File: config.mk
export PLATFORM = sky130hd
export DESIGN_NAME = dpp_depth
export DESIGN_NICKNAME = d
export VERILOG_FILES = /design/src/rtl/core/dpp_depth.sv
export SDC_FILE = /design/constraint.sdc
export NUM_CORES = 1
export LEC_CHECK = 0
export BUFFER_PORTS_ARGS = -buffer_cell sky130_fd_sc_hd__buf_2
export CORE_AREA = 2 2 251 191
export DETAILED_ROUTE_END_ITERATION = 7
export DIE_AREA = 0 0 253 193
export HOLD_SLACK_MARGIN = 0.1
export PLACE_DENSITY = 0.57
export SLEW_MARGIN = 20
export SYNTH_ARGS = -nofsm -noshare
export SYNTH_HDL_FRONTEND = slang
export SYNTH_SLANG_ARGS = --single-unit
File: constraint.sdc
create_clock -name clk_i -period 8.1 [get_ports clk_i]
set_input_delay 0 -clock clk_i [delete_from_list [all_inputs] [get_ports clk_i]]
set_output_delay 0 -clock clk_i [all_outputs]
set_load 0.01 [all_outputs]
File: src/rtl/core/dpp_depth.sv
// Depth stage: raw depth times reciprocal scale, rounded and saturated to Q.FRAC_BITS.
module dpp_depth #(
  parameter int unsigned FRAC_BITS = 16
) (
  input  logic        clk_i,
  input  logic [15:0] depth_i,
  input  logic [31:0] scale_i,
  output logic [31:0] z_o
);

  localparam int unsigned ZF_SHIFT = 24 - FRAC_BITS;
  localparam logic [48:0] ZHALF    = (49'(1) << ZF_SHIFT) >> 1;

  logic [47:0] prod_q;
  logic [48:0] rsum;
  logic [48:0] zsh;
  logic [31:0] z_q;

  assign rsum = {1'b0, prod_q} + ZHALF;
  assign zsh  = rsum >> ZF_SHIFT;

  always_ff @(posedge clk_i) begin
    prod_q <= depth_i * scale_i;
    z_q    <= (|zsh[48:31]) ? 32'h7FFF_FFFF : {1'b0, zsh[30:0]};
  end

  assign z_o = z_q;

endmodule

* After elaboration in Yosys (flattened, before gate mapping)
Cells that the tools add are included.
** Word-level totals
- Flip-flop bits (word level) :: 80
- Output and inout bits :: 32
** Cells by class
- Reduce and logical (&&, ||, !) cells :: 1
- Multipliers :: 1
- Add/sub/neg operators :: 1
** Operators with widths (count)
- 48-bit by 8-bit adder with 49-bit output, second input constant :: 1
- 16-bit by 32-bit multiplier with 48-bit output :: 1
- 10-bit OR reduction :: 1

* Logic depth before layout (Yosys ltp)
- Depth in word-level cells :: 2
- Gate-level depth with buffers :: 24
- Mapped depth without buffers :: 22

* Worst setup path after synthesis
Ideal clock, no wire load.
- Kind :: input to register
- Start :: input scale_i[27]
- End :: register prod_q[47]
- Cell stages on the path :: 21
- Setup slack :: 2.552 ns
- Data arrival time :: 5.469 ns
- Buffers on the path :: 2
- Library setup time :: 0.079 ns
- Data required time :: 8.021 ns
- Path through :: clkbuf_1 > nand2_1 > fa_1 > fa_1 > fa_1 > inv_1 > fa_1 > fa_1 > inv_1 > fa_1 > inv_1 > ha_1 > clkbuf_1 > o21a_1 > nor2_1 > o31ai_1 > a2111o_1 > a21oi_1 > nor3b_1 > or4_1 > o211ai_1
** On the way
- Cells in the longest elaborated chain, start to end :: 1
** Ends and longest elaborated chain
- start, declared :: RTL line 7 : input logic [31:0] scale_i,
- 16-bit by 32-bit multiplier with 48-bit output :: RTL line 23 : prod_q <= depth_i * scale_i;
- end signal, assigned :: RTL line 23
- end, declared :: RTL line 14 : logic [47:0] prod_q;
No other way between the ends.
A chain may end at the register's enable or synchronous reset.

* Final worst setup path
- Start :: input depth_i[7]
- End :: register prod_q[43]
** On the way
- Cells in the longest elaborated chain, start to end :: 1
** Ends and longest elaborated chain
- start, declared :: RTL line 6 : input logic [15:0] depth_i,
- 16-bit by 32-bit multiplier with 48-bit output :: RTL line 23
No other way between the ends.

==> results.txt <==
----------------------------------------------------
[Synthesis]
  Distinct cells, synth ... 62
  Mean post-synth cell area ... 8.920 um^2
  Number of synthesis warnings ... 0
  Post-synth EDFFs ... 0
  Ys async rst share ... 0%
  Number of register bits inferred by synthesis ... 72
  Netlist area before placement ... 0.01833 mm^2
  Syn_nets ... 2,639
  Post-synthesis sequential area ratio ... 7.863%
  Most used flip-flop cell after synthesis ... sky130_fd_sc_hd__dfxtp_1
  Number of instances in the synthesized netlist ... 2,055

[Setup path]
  Critical path's largest stage delay ... 0.66 ns
  Slack of the worst reg-to-reg path ... 5.27 ns
  Critical Path Most Common Cell ... sky130_fd_sc_hd__fa_1
  CP startpoint ... depth_i[7]
  Reg-to-Reg Start ... prod_q[17]
  Path depth of the worst reg2reg path ... 9
  Cell-by-cell listing of the critical path ... buf_2, nand2_1, fa_1, inv_1, fa_1, fa_1, fa_1, fa_1, inv_1, fa_1, inv_1, ha_1, nand2_1, nor3_1, nand3_1, nor2_1, a21oi_1, nor3b_1, o211ai_1, and4b_1
  End of the worst register-to-register path ... z_o[10]
  Data arrival time of the critical path ... 6.38 ns
  Worst Setup EP ... prod_q[43]
  Kind of end point of the critical path ... register
  Crit-path max FO ... 32
  Startpoint type of the worst setup path ... input pin
  Critical path's slowest cell ... sky130_fd_sc_hd__fa_1
  CP Data Required Time ... 8.32 ns
  Type of the worst setup path ... input pin to register

[STA]
  Unrepaired setup endpoints after global routing ... false
  Setup total negative slack ... 0 ns
  Max-slew headroom at the worst pin ... 49.14%
  Fmax ... 162.3 MHz
  Final worst path period need ... 6.160 ns
  Final Slew Violations ... 0
  Final hold violation count ... 0
  Final Setup Violations ... 0
  Worst Max-Slew Pin Slew ... 0.7629 ns
  Tcrit/Tclk final ... 76.05%
  Final worst clock skew ... 0.004880 ns

[Floorplan]
  Chip height ... 193 um
  Horizontal die dimension ... 253 um
  I/O pin count ... 81
  Initial Util ... 39.32%
  Die footprint ... 0.04883 mm^2
  Core area ... 0.04662 mm^2
  Number of rows in the core area ... 69

[Final layout]
  Most common cell after layout, fill and taps aside ... sky130_fd_sc_hd__inv_1
  Commonest cells after routing, fill and taps aside ... sky130_fd_sc_hd__inv_1, sky130_fd_sc_hd__fa_1, sky130_fd_sc_hd__nand2_1, sky130_fd_sc_hd__and2_1, sky130_fd_sc_hd__ha_1
  Nets@finish ... 2,635
  Count of fill cells added during filler insertion ... 4,675
  Ratio of cells with drive above 1 in the final layout ... 5.399%
  Count of non-filler cells in the finished layout ... 2,660
  Synthesis-to-layout area growth ... 5.823%

[Drt]
  Wire length on met2 ... 18,910 um
  Highest routed metal layer ... met4
  Sum of routed wire segments on met1 ... 24,460 um
  Remaining antenna violation count ... 0
  Routed met3 length ... 4580 um
  Total iterations of the first detailed-routing run ... 4
  Total number of vias ... 13,290
  Iteration-0 DRC count of the detailed router ... 707
  Routed wirelength normalized by instance count ... 18.13 um
  Average via count per standard cell ... 4.997
  DRC violation count after routing ... 0
  Routed WL ... 48,220 um

[Clocking]
  Clock tree sinks ... 72
  Insertion delay to the later sink of the worst-skew pair ... 0.32 ns
  Buffer cell driving the clock tree root ... sky130_fd_sc_hd__clkbuf_16
  Total setup buffers inserted after CTS ... 0
  CTS tree ... done
  Hold-fix buffer count after cts ... 0
  Num CTS Buffers ... 9
  CTS H-tree depth ... 3
  Maximum buffer depth of the clock tree ... 2
  Clock-pin slew on the worst setup and hold paths ... 0.05 ns
  Post-cts gate resize count ... 0

[Global routing]
  Via count of the first global-routing pass ... 14,300
  Largest net degree at the start of global routing ... 33
  Global-route wire length before repair ... 79,580 um
  Residual overflow from global routing ... 0
  Global-route usage over all layers ... 20.79%
  Initial antenna violation count ... 1

[Worst hold path]
  Min-Delay Path Class ... register to register

[Status]
  Result of the run ... finished, final reports clean

[Place]
  Number of buffer cells added on primary ports ... 79
  Cell count after placement ... 2,643
  Final weighted congestion in routability-driven placement ... 0.8951
  HPWL Detailed ... 39,230 um

[Flow run]
  Reported max-cap violation count ... 0

----------------------------------------------------
[critical path: cells and delay by family]
kind	cells	cell delay, ns
AOI/OAI and AO/OA	2	0.27
buffers and inverters	4	0.72
adders and majority gates	7	3.54
and+or+nand+nor	7	1.82
[cell usage after synthesis, types with 2 or more instances]
library cell	n	area (um^2)
sky130_fd_sc_hd__inv_1	447	1678
sky130_fd_sc_hd__fa_1	417	8348
sky130_fd_sc_hd__nand2_1	358	1344
sky130_fd_sc_hd__and2_1	227	1420
sky130_fd_sc_hd__ha_1	118	1476
sky130_fd_sc_hd__clkbuf_1	90	337.8
sky130_fd_sc_hd__dfxtp_1	72	1441
sky130_fd_sc_hd__xnor2_1	38	332.8
sky130_fd_sc_hd__a21oi_1	37	185.2
sky130_fd_sc_hd__xor2_1	35	306.5
sky130_fd_sc_hd__nand3_1	26	130.1
sky130_fd_sc_hd__nor2_1	26	97.59
sky130_fd_sc_hd__o21ai_0	19	95.09
sky130_fd_sc_hd__a21o_1	15	112.6
sky130_fd_sc_hd__nor3_1	14	70.07
sky130_fd_sc_hd__nand4_1	13	81.33
sky130_fd_sc_hd__and3_1	11	68.82
sky130_fd_sc_hd__a31oi_1	9	56.30
sky130_fd_sc_hd__and4_1	8	70.07
sky130_fd_sc_hd__mux2i_1	5	50.05
sky130_fd_sc_hd__o211ai_1	5	37.54
sky130_fd_sc_hd__a221oi_1	4	35.03
sky130_fd_sc_hd__buf_6	4	45.04
sky130_fd_sc_hd__o31ai_1	4	30.03
sky130_fd_sc_hd__a21boi_0	3	22.52
sky130_fd_sc_hd__a41oi_1	3	26.28
sky130_fd_sc_hd__nand2b_1	3	18.77
sky130_fd_sc_hd__o21a_1	3	22.52
sky130_fd_sc_hd__o21bai_1	3	22.52
sky130_fd_sc_hd__nand2_2	2	12.51
sky130_fd_sc_hd__nor4_4	2	42.54
sky130_fd_sc_hd__o2111ai_1	2	17.52
sky130_fd_sc_hd__o221ai_1	2	17.52
sky130_fd_sc_hd__o2bb2ai_1	2	17.52
[flip-flops by register name, summed over array words and instances, names as in the netlist]
| name | flops |
|---|---|
| prod_q | 41 |
| z_o | 31 |
[cells by family after synthesis]
family	after synthesis	synth area share [%]
XOR/XNOR	73	3.488
AND/OR/NAND/NOR	702	18.90
buffers and inverters	542	11.28
other	1	0.02046
flip-flops	72	7.863
multiplexers	5	0.2730
AO/OA/AOI/OAI	125	4.574
adder cells (fa/ha/maj)	535	53.60
[per-layer routing]
layer	GRT usage, %	up-vias
li1	-	6055
met1	32.42	6771
met2	29.51	443
met4	2.321	0
met3	5.464	22
met5	0	-
[final cells by class]
type | instances | area [um^2] | area share, %
multi-input cells | 1441 | 14820 | 76.40
inverters | 447 | 1678 | 8.650
flip-flops and latches | 72 | 1441 | 7.431
well taps | 603 | 754.5 | 3.890
repair buffers | 80 | 402.9 | 2.077
clock buffers | 10 | 239.0 | 1.232
clock inverters | 6 | 58.81 | 0.3032
diodes | 1 | 2.502 | 0.01290
[worst min path at each step]
stage	to	startpoint	slack, ns	cells past startpoint
floorplan	z_o[0]	z_o[0]	0.30	0
global placement	z_o[13]	z_o[13]	0.40	1
detailed placement	z_o[16]	z_o[16]	0.40	1
CTS	z_o[3]	prod_q[11]	0.49	2
global route	z_o[3]	prod_q[11]	0.52	2
finish	z_o[3]	prod_q[11]	0.49	2
[stage by stage]
stage,hold slack [ns],util (%),setup slack (ns),cell area (um^2)
after floorplan,0.3040,-,2.552,18330
after global placement,0.4008,40.96,1.822,19100
after detailed placement,0.3980,40.96,1.691,19100
after CTS,0.4921,41.60,2.038,19390
after global routing,0.5229,41.60,1.501,19390
final,0.4873,41.61,1.940,19400
Power is not shown: default switching activity piles up to over one toggle a cycle in this logic, so the estimate is an artifact.
